### src/sv/assert_macros.svh
// Assertion macros shared by the decoder RTL
`ifndef ASSERT_MACROS_SVH
`define ASSERT_MACROS_SVH

// Check that cons holds in every cycle in which ante holds
`define ASSERT_IMPL(name, clk, rstn, ante, cons) \
    name: assert property (@(posedge clk) disable iff (!(rstn)) (ante) |-> (cons)) \
        else $error("implication check failed");

// Check that at most one bit of vec is set in every cycle in which en holds
`define ASSERT_ONEHOT0(name, clk, rstn, en, vec) \
    name: assert property (@(posedge clk) disable iff (!(rstn)) (en) |-> $onehot0(vec)) \
        else $error("one-hot check failed");

`endif

### src/sv/tcsd_pkg.sv
// Types, command codes and constants of the tuner command stream decoder
`timescale 1ns / 1ps
`default_nettype none

package tcsd_pkg;

    localparam int BYTE_W  = 8;
    localparam int VALUE_W = 32;
    localparam int COUNT_W = 3;
    localparam int CLASS_W = 3;

    localparam int CMD_BYTES  = 5;
    localparam int OUT_DATA_W = 152;
    localparam int OUT_USED_W = 145;

    // command codes
    localparam logic [BYTE_W-1:0] CMD_SET_FREQ     = 8'd1;
    localparam logic [BYTE_W-1:0] CMD_SET_RATE     = 8'd2;
    localparam logic [BYTE_W-1:0] CMD_SET_GAIN     = 8'd4;
    localparam logic [BYTE_W-1:0] CMD_SET_AGC      = 8'd8;
    localparam logic [BYTE_W-1:0] CMD_SET_GAIN_IDX = 8'd13;

    // band classes
    localparam logic [CLASS_W-1:0] BAND_NONE   = 3'd0;
    localparam logic [CLASS_W-1:0] BAND_HF     = 3'd1;
    localparam logic [CLASS_W-1:0] BAND_VHF_LO = 3'd2;
    localparam logic [CLASS_W-1:0] BAND_VHF_HI = 3'd3;
    localparam logic [CLASS_W-1:0] BAND_UHF_LO = 3'd4;
    localparam logic [CLASS_W-1:0] BAND_UHF_HI = 3'd5;
    localparam logic [CLASS_W-1:0] BAND_L      = 3'd6;

    // band edges in Hz
    localparam logic signed [VALUE_W-1:0] FREQ_MIN_HZ   = 32'sd100000;
    localparam logic signed [VALUE_W-1:0] FREQ_MAX_HZ   = 32'sd2000000000;
    localparam logic signed [VALUE_W-1:0] EDGE_60M_HZ   = 32'sd60000000;
    localparam logic signed [VALUE_W-1:0] EDGE_120M_HZ  = 32'sd120000000;
    localparam logic signed [VALUE_W-1:0] EDGE_245M_HZ  = 32'sd245000000;
    localparam logic signed [VALUE_W-1:0] EDGE_380M_HZ  = 32'sd380000000;
    localparam logic signed [VALUE_W-1:0] EDGE_430M_HZ  = 32'sd430000000;
    localparam logic signed [VALUE_W-1:0] EDGE_1G_HZ    = 32'sd1000000000;

    localparam logic signed [VALUE_W:0] RATE_TOL_HZ = 33'sd500;

    // reset settings
    localparam logic signed [VALUE_W-1:0] FREQ_RESET = 32'sd14200000;
    localparam logic signed [VALUE_W-1:0] RATE_RESET = 32'sd2048000;
    localparam logic signed [VALUE_W-1:0] GAIN_RESET = 32'sd70;

    localparam int GAIN_STEPS = 29;
    localparam int GAIN_IDX_W = 5;
    localparam int GAIN_TAB_W = 7;

    localparam logic [GAIN_TAB_W-1:0] GAIN_TABLE [0:GAIN_STEPS-1] = '{
        7'd84, 7'd81, 7'd78, 7'd75, 7'd72, 7'd69, 7'd66, 7'd63, 7'd60, 7'd57,
        7'd54, 7'd51, 7'd48, 7'd45, 7'd42, 7'd39, 7'd36, 7'd33, 7'd30, 7'd27,
        7'd24, 7'd21, 7'd18, 7'd15, 7'd12, 7'd9,  7'd6,  7'd3,  7'd0
    };

    typedef struct packed {
        logic [BYTE_W-1:0]         code;
        logic signed [VALUE_W-1:0] param;
    } cmd_t;

    typedef struct packed {
        logic [BYTE_W-1:0]         cmd_code;
        logic signed [VALUE_W-1:0] param_value;
        logic signed [VALUE_W-1:0] frequency_hz;
        logic signed [VALUE_W-1:0] sample_rate_hz;
        logic signed [VALUE_W-1:0] gain_value;
        logic                      agc_on;
        logic [CLASS_W-1:0]        freq_class;
        logic                      rate_big_change;
        logic                      freq_changed;
        logic                      rate_changed;
        logic                      gain_changed;
        logic                      cmd_ignored;
    } result_t;

endpackage

`default_nettype wire

### src/sv/tcsd_assembler.sv
// Byte assembler: collects a code byte and a big-endian 32-bit parameter
`timescale 1ns / 1ps
`default_nettype none

module tcsd_assembler (
    input  wire logic                       aclk,
    input  wire logic                       aresetn,
    input  wire logic                       s_tvalid,
    output logic                            s_tready,
    input  wire logic [tcsd_pkg::BYTE_W-1:0] s_tdata,
    input  wire logic                       exec_ready,
    output logic                            cmd_valid,
    output tcsd_pkg::cmd_t                  cmd
);

    logic [tcsd_pkg::COUNT_W-1:0]  count_reg, count_next;
    logic [tcsd_pkg::BYTE_W-1:0]   code_reg, code_next;
    logic [23:0]                   shift_reg, shift_next;
    logic                          cmd_valid_reg, cmd_valid_next;
    tcsd_pkg::cmd_t                cmd_reg, cmd_next;
    logic                          accept;
    logic                          load;

    assign s_tready  = !cmd_valid_reg || exec_ready;
    assign accept    = s_tvalid && s_tready;
    assign cmd_valid = cmd_valid_reg;
    assign cmd       = cmd_reg;

    always_comb begin
        count_next = count_reg;
        code_next  = code_reg;
        shift_next = shift_reg;
        cmd_next   = cmd_reg;
        load       = 1'b0;
        if (accept) begin
            if (count_reg == '0) begin
                code_next  = s_tdata;
                count_next = 3'd1;
            end else if (count_reg < 3'(tcsd_pkg::CMD_BYTES - 1)) begin
                shift_next = {shift_reg[15:0], s_tdata};
                count_next = count_reg + 3'd1;
            end else begin
                count_next     = '0;
                load           = 1'b1;
                cmd_next.code  = code_reg;
                cmd_next.param = {shift_reg, s_tdata};
            end
        end
        cmd_valid_next = (cmd_valid_reg && !exec_ready) || load;
    end

    always_ff @(posedge aclk) begin
        if (!aresetn) begin
            count_reg     <= '0;
            code_reg      <= '0;
            shift_reg     <= '0;
            cmd_valid_reg <= 1'b0;
        end else begin
            count_reg     <= count_next;
            code_reg      <= code_next;
            shift_reg     <= shift_next;
            cmd_valid_reg <= cmd_valid_next;
        end
    end

    always_ff @(posedge aclk) begin
        cmd_reg <= cmd_next;
    end

endmodule

`default_nettype wire

### src/sv/tcsd_exec.sv
// Command execution: settings registers, band class, change flags, result register
`timescale 1ns / 1ps
`default_nettype none

module tcsd_exec (
    input  wire logic           aclk,
    input  wire logic           aresetn,
    input  wire logic           cmd_valid,
    input  wire tcsd_pkg::cmd_t cmd,
    output logic                exec_ready,
    output logic                res_valid,
    input  wire logic           res_ready,
    output tcsd_pkg::result_t   res
);

    logic signed [tcsd_pkg::VALUE_W-1:0] freq_reg, freq_next;
    logic signed [tcsd_pkg::VALUE_W-1:0] rate_reg, rate_next;
    logic signed [tcsd_pkg::VALUE_W-1:0] prev_reg, prev_next;
    logic signed [tcsd_pkg::VALUE_W-1:0] gain_reg, gain_next;
    logic                                agc_reg, agc_next;
    logic                                valid_reg;
    tcsd_pkg::result_t                   res_reg, res_next;
    logic                                fch, rch, gch, ign;
    logic                                idx_ok;
    logic [tcsd_pkg::CLASS_W-1:0]        band;
    logic signed [tcsd_pkg::VALUE_W:0]   diff;
    logic                                take;

    assign exec_ready = !valid_reg || res_ready;
    assign take       = cmd_valid && exec_ready;
    assign res_valid  = valid_reg;
    assign res        = res_reg;

    assign idx_ok = (cmd.param[tcsd_pkg::VALUE_W-1:tcsd_pkg::GAIN_IDX_W] == '0)
                 && (cmd.param[tcsd_pkg::GAIN_IDX_W-1:0]
                     < 5'(tcsd_pkg::GAIN_STEPS));

    always_comb begin
        freq_next = freq_reg;
        rate_next = rate_reg;
        prev_next = prev_reg;
        gain_next = gain_reg;
        agc_next  = agc_reg;
        fch = 1'b0;
        rch = 1'b0;
        gch = 1'b0;
        ign = 1'b0;
        unique case (cmd.code)
            tcsd_pkg::CMD_SET_FREQ: begin
                freq_next = cmd.param;
                fch       = 1'b1;
            end
            tcsd_pkg::CMD_SET_RATE: begin
                prev_next = rate_reg;
                rate_next = cmd.param;
                rch       = 1'b1;
            end
            tcsd_pkg::CMD_SET_GAIN: begin
                gain_next = cmd.param;
                gch       = 1'b1;
            end
            tcsd_pkg::CMD_SET_AGC: begin
                agc_next = (cmd.param != '0);
            end
            tcsd_pkg::CMD_SET_GAIN_IDX: begin
                if (idx_ok) begin
                    gain_next = 32'(tcsd_pkg::GAIN_TABLE[cmd.param[tcsd_pkg::GAIN_IDX_W-1:0]]);
                    gch       = 1'b1;
                end else begin
                    ign = 1'b1;
                end
            end
            default: begin
                ign = 1'b1;
            end
        endcase
    end

    always_comb begin
        priority if (freq_next < tcsd_pkg::FREQ_MIN_HZ
                     || freq_next > tcsd_pkg::FREQ_MAX_HZ) begin
            band = tcsd_pkg::BAND_NONE;
        end else if (freq_next < tcsd_pkg::EDGE_60M_HZ) begin
            band = tcsd_pkg::BAND_HF;
        end else if (freq_next < tcsd_pkg::EDGE_120M_HZ) begin
            band = tcsd_pkg::BAND_VHF_LO;
        end else if (freq_next < tcsd_pkg::EDGE_245M_HZ) begin
            band = tcsd_pkg::BAND_VHF_HI;
        end else if (freq_next < tcsd_pkg::EDGE_380M_HZ) begin
            band = tcsd_pkg::BAND_UHF_LO;
        end else if (freq_next < tcsd_pkg::EDGE_430M_HZ) begin
            band = tcsd_pkg::BAND_NONE;
        end else if (freq_next < tcsd_pkg::EDGE_1G_HZ) begin
            band = tcsd_pkg::BAND_UHF_HI;
        end else begin
            band = tcsd_pkg::BAND_L;
        end
    end

    assign diff = {rate_next[tcsd_pkg::VALUE_W-1], rate_next}
                - {prev_next[tcsd_pkg::VALUE_W-1], prev_next};

    always_comb begin
        res_next.cmd_code        = cmd.code;
        res_next.param_value     = cmd.param;
        res_next.frequency_hz    = freq_next;
        res_next.sample_rate_hz  = rate_next;
        res_next.gain_value      = gain_next;
        res_next.agc_on          = agc_next;
        res_next.freq_class      = band;
        res_next.rate_big_change = (diff > tcsd_pkg::RATE_TOL_HZ)
                                || (diff < -tcsd_pkg::RATE_TOL_HZ);
        res_next.freq_changed    = fch;
        res_next.rate_changed    = rch;
        res_next.gain_changed    = gch;
        res_next.cmd_ignored     = ign;
    end

    always_ff @(posedge aclk) begin
        if (!aresetn) begin
            freq_reg  <= tcsd_pkg::FREQ_RESET;
            rate_reg  <= tcsd_pkg::RATE_RESET;
            prev_reg  <= tcsd_pkg::RATE_RESET;
            gain_reg  <= tcsd_pkg::GAIN_RESET;
            agc_reg   <= 1'b0;
            valid_reg <= 1'b0;
        end else begin
            if (take) begin
                freq_reg <= freq_next;
                rate_reg <= rate_next;
                prev_reg <= prev_next;
                gain_reg <= gain_next;
                agc_reg  <= agc_next;
            end
            if (exec_ready) begin
                valid_reg <= cmd_valid;
            end
        end
    end

    always_ff @(posedge aclk) begin
        if (take) begin
            res_reg <= res_next;
        end
    end

endmodule

`default_nettype wire

### src/sv/tuner_command_stream_decoder.sv
// Tuner command stream decoder: top level
// Takes one control-stream byte per clock whenever the result side is not
// stalled, so five input transactions make up one command (code byte, then a
// big-endian 32-bit parameter). The command is held in a register behind the
// byte assembler and applied to the settings when the execution stage takes
// it, which also loads the result register. Input stalls only while both the
// command register and the result register are full and the result is not
// taken. Bytes that do not finish a command produce no result transaction.
// Settings reset to 14.2 MHz, 2.048 MS/s, gain 70 and AGC off.
`timescale 1ns / 1ps
`default_nettype none

`include "assert_macros.svh"

module tuner_command_stream_decoder (
    input  wire logic                             aclk,
    input  wire logic                             aresetn,
    input  wire logic                             s_tvalid,
    output logic                                  s_tready,
    input  wire logic [tcsd_pkg::BYTE_W-1:0]      s_tdata,    // data_byte
    output logic                                  m_tvalid,
    input  wire logic                             m_tready,
    // cmd_code, param_value, frequency_hz, sample_rate_hz, gain_value, agc_on,
    // freq_class, rate_big_change, freq_changed, rate_changed, gain_changed,
    // cmd_ignored, zero padding
    output logic [tcsd_pkg::OUT_DATA_W-1:0]       m_tdata
);

    logic              exec_ready;
    logic              cmd_valid;
    tcsd_pkg::cmd_t    cmd;
    tcsd_pkg::result_t res;

    tcsd_assembler u_assembler (
        .aclk       (aclk),
        .aresetn    (aresetn),
        .s_tvalid   (s_tvalid),
        .s_tready   (s_tready),
        .s_tdata    (s_tdata),
        .exec_ready (exec_ready),
        .cmd_valid  (cmd_valid),
        .cmd        (cmd)
    );

    tcsd_exec u_exec (
        .aclk       (aclk),
        .aresetn    (aresetn),
        .cmd_valid  (cmd_valid),
        .cmd        (cmd),
        .exec_ready (exec_ready),
        .res_valid  (m_tvalid),
        .res_ready  (m_tready),
        .res        (res)
    );

    assign m_tdata = {
        (tcsd_pkg::OUT_DATA_W - tcsd_pkg::OUT_USED_W)'(0),
        res.cmd_ignored,
        res.gain_changed,
        res.rate_changed,
        res.freq_changed,
        res.rate_big_change,
        res.freq_class,
        res.agc_on,
        res.gain_value,
        res.sample_rate_hz,
        res.frequency_hz,
        res.param_value,
        res.cmd_code
    };

    `ASSERT_IMPL(a_stall_from_output, aclk, aresetn, !s_tready, m_tvalid && !m_tready)
    `ASSERT_ONEHOT0(a_flags_exclusive, aclk, aresetn, m_tvalid, {res.freq_changed, res.rate_changed, res.gain_changed, res.cmd_ignored})
    `ASSERT_IMPL(a_freq_follows_cmd, aclk, aresetn, m_tvalid && res.freq_changed, res.frequency_hz == res.param_value)

endmodule

`default_nettype wire
### config.mk
export PLATFORM = sky130hd
export DESIGN_NAME = tuner_command_stream_decoder
export DESIGN_NICKNAME = d
export VERILOG_FILES = /design/src/sv/tcsd_pkg.sv /design/src/sv/tcsd_assembler.sv /design/src/sv/tcsd_exec.sv /design/src/sv/tuner_command_stream_decoder.sv
export VERILOG_INCLUDE_DIRS = /design/src /design/src/sv
export SDC_FILE = /design/constraint.sdc
export NUM_CORES = 1
export LEC_CHECK = 0
export BUFFER_PORTS_ARGS = -buffer_cell sky130_fd_sc_hd__buf_2
export CAP_MARGIN = 20
export CORE_MARGIN = 2
export CORE_UTILIZATION = 40
export CTS_BUF_LIST = sky130_fd_sc_hd__clkbuf_8
export DETAILED_ROUTE_END_ITERATION = 8
export SLEW_MARGIN = 5
export SYNTH_ARGS = -nofsm -noshare
export SYNTH_HDL_FRONTEND = slang
export SYNTH_SLANG_ARGS = --single-unit
### constraint.sdc
create_clock -name aclk -period 18.6 [get_ports aclk]
set_clock_uncertainty 0.15 [all_clocks]
set_input_delay 1.86 -clock aclk [delete_from_list [all_inputs] [get_ports aclk]]
set_output_delay 1.86 -clock aclk [all_outputs]
set_load 0.02 [all_outputs]
==> impl_summary.txt <==
----------------------------------------------------
[Logic synthesis]
  Async set-or-reset flop fraction in the synthesized netlist ... 0%
  Share of the yosys chip area belonging to registers ... 54.4%
  EDFF count, synth ... 185
  Yosys warning count ... 0
  Most used flip-flop cell after synthesis ... edfxtp_1
  Number of instances in the synthesized netlist ... 1679
  Proportion of netlist area held by the largest area contributor ... 34.0%
  Mean instance size in the synthesized netlist ... 9.73 µm²
  Dominant cells by area after synthesis ... edfxtp_1 (34%), dfxtp_1 (20%), nand2_1 (8.4%)
  Cell accounting for the most synthesized area ... edfxtp_1
  Number of synthesized register bits ... 351
  Count of different cell masters after synthesis ... 85
  Cell Area, Synth ... 16300 µm²

[Run status]
  Run status ... complete, no violations

[Global route]
  Total overflow reported by the global router ... 0
  Wire length of the first global-routing pass ... 71.7 mm
  Maximum number of pins on one net before global-route repair ... 154
  Vias in the first global route ... 12408
  Number of antenna violations at the first check in global routing ... 1
  Total routing resource utilization after global routing ... 21.8%

[Finish]
  Total inserted antenna cells ... 0
  Non-filler instance count after layout ... 2396
  Commonest cells after routing, fill and taps aside ... nand2_1 (364), edfxtp_1 (185), dfxtp_1 (166), buf_2 (158), nor2_1 (132)
  Largest register FFs ... 145
  Net total in the final layout ... 1864
  Number of filler instances in the final layout ... 3905
  Ratio of cells with drive above 1 in the final layout ... 15.2%
  Most common cell after layout, fill and taps aside ... nand2_1
  Syn-to-layout area delta ... 14.6%

[Die]
  Effective utilization at floorplan ... 40.3%
  Floorplan Core Area ... 40600 µm²
  Die span in x ... 206 µm
  Die outline height ... 206 µm
  Total die area ... 42500 µm²
  Number of top-level design ports ... 166
  Placement row count ... 74

[STA]
  Worst Max-Slew Pin Slew ... 0.965 ns
  Maximum achievable frequency ... 0.154 GHz
  Count of final max-slew check failures ... 0
  Setup repair after global routing missed its margin ... false
  Slew margin rel. ... 35.6%
  Setup-failing EPs final ... 0
  Final worst-path cycle share ... 34.9%
  Least setup slack across all paths after layout ... 12.11 ns
  Final Hold Viols ... 0
  Fin crit period ... 6.49 ns
  Final TNS setup ... 0 ns

[Power and ir drop]
  Total power ... 1.53 mW
  Leak pwr ... 7.27 nW
  Maximum vdd ir drop ... 58.1 µV
  Pwr Density ... 81.7 nW/µm²

[Route]
  DRC ... 0
  Pre-Repair DR Iteration Count ... 5
  Antenna-violating nets left ... 0
  Iter 0 DRT Violations ... 924
  Number of vias in the routed layout ... 13075
  WL per Instance ... 19.4 µm
  Detailed-route vias per instance ... 5.46
  DRT Wirelength ... 46.5 mm

[Run]
  Max-cap viol count ... 0

[Clock network]
  Number of sinks driven by the clock tree ... 351
  TritonCTS Buffers ... 58
  H-tree lvl count ... 2
  Post-cts gate resize count ... 0
  CTS tree ... built
  Number of buffers inserted to repair setup after CTS ... 0
  Total of hold buffers inserted after clock tree synthesis ... 0
  CTS Root Cell ... clkbuf_8
  Clock-pin slew on the worst setup and hold paths ... 0.06 ns
  Maximum clock insertion buffer count ... 3
  Clk_lat worst skew ... 0.65 ns

[Setup path]
  Worst Setup Path Type ... reg -> reg
  Largest driver fanout on the critical path ... 71
  Data arrival time of the critical path ... 6.73 ns
  Type of element capturing the critical path ... flip-flop
  Type of origin of the critical path ... flip-flop
  CP required ... 18.84 ns

[Placement]
  Routability Congestion ... 0.932
  Detailed Place HPWL ... 31.5 mm
  Count of port buffers added during placement ... 158
  Setup Slack @ Placement ... 12.15 ns
  Total instance count after detailed placement ... 2288

[Worst hold path]
  Hold Crit Class ... reg -> reg

----------------------------------------------------
through the flow:
step | hold slack [ns] | utilization, % | cell area, µm²
after floorplan | 0.258 | - | 16400
after global placement | 0.265 | 43.2 | 17500
after detailed placement | 0.268 | 43.2 | 17500
after CTS | 0.276 | 46.1 | 18700
after global routing | 0.289 | 46.1 | 18700
final | 0.277 | 46.1 | 18700
metal layers:
metal  wire [µm]  share of wire (%)  vias to the layer above  GRT usage, %
met3        2480                5.3                       83          3.44
met2       21400                 46                      365          35.1
met1       21000                 45                     6319          29.7
li1            -                  -                     6306             -
met4        1560                3.4                        2          8.21
met5          12              0.026                        -             0
power breakdown:
part	internal, mW	switching, mW	total, mW
Combinational	0.00522	0.0156	0.0208
Sequential	0.811	0.00164	0.812
Clock	0.382	0.314	0.696
synthesized netlist by cell type, types with 5 or more instances:
master and n:
or4_1 5, or2_2 5, and4_1 6, o21ai_0 40
buf_1 14, a21oi_1 124, o21bai_1 6, o21a_1 5
mux2i_1 62, a31oi_1 8, nand2_1 365, o211ai_1 23
a221o_1 7, buf_2 8, mux2_2 10, nand2b_1 12
a211oi_1 49, dfxtp_1 166, edfxtp_1 185, nor3_1 36
ha_1 35, and2_1 6, xnor2_1 14, nor2b_1 16
nor2_1 132, buf_4 10, and3_1 7, o31ai_1 8
a21boi_0 6, a21o_1 22, nand3_1 57, nor3b_1 5
xor2_1 15, or3_1 5, nand4_1 13, inv_1 38
clkbuf_1 67, nor4_1 13
worst max-delay path, stage by stage (launching register included):
cell and delay [ns]:
edfxtp_1 0.52, nor4b_4 0.80, nand2_2 0.13, inv_2 0.10, buf_4 0.71, mux2i_1 0.34, ha_1 0.31, and3b_1 0.22
or2_2 0.31, o22a_1 0.20, a41oi_2 0.34, o21ai_1 0.14, o2111ai_1 0.36, a21boi_1 0.14, or2_1 0.23, or4_1 0.51
or4_1 0.42, nor4_2 0.22, a2bb2oi_1 0.10
final timing paths:
path	from	end	slack, ns	cells after the start
hold / removal	u_assembler.shift_reg[22]	u_assembler.cmd[30]	0.28	0
setup reg to reg	u_assembler.cmd[34]	u_exec.res[4]	12.11	18
setup / recovery	u_assembler.cmd[34]	u_exec.res[4]	12.11	18
hold reg to reg	u_assembler.shift_reg[22]	u_assembler.cmd[30]	0.28	0
cell type report:
cell class                      instances  area (µm²)  share of cell area [%]
Sequential cell                       351        8880                    47.4
Timing Repair Buffer                  170         881                    4.71
Multi-Input combinational cell       1193        6920                    37.0
Tap cell                              532         666                    3.56
Inverter                               42         170                   0.909
Clock inverter                         38         239                    1.28
Clock buffer                           70         963                    5.15
cell families after synthesis:
group / after synthesis / synth area share (%)
muxes: 72 / 4.49
adders and majority gates: 36 / 2.80
DFF: 351 / 54.4
and+or+nand+nor: 703 / 19.3
AOI/OAI and AO/OA: 346 / 14.0
other: 1 / 0.0230
xor gates and xnor gates: 29 / 1.56
buffers and inverters: 141 / 3.53
Power figures use the tool's default switching activity.
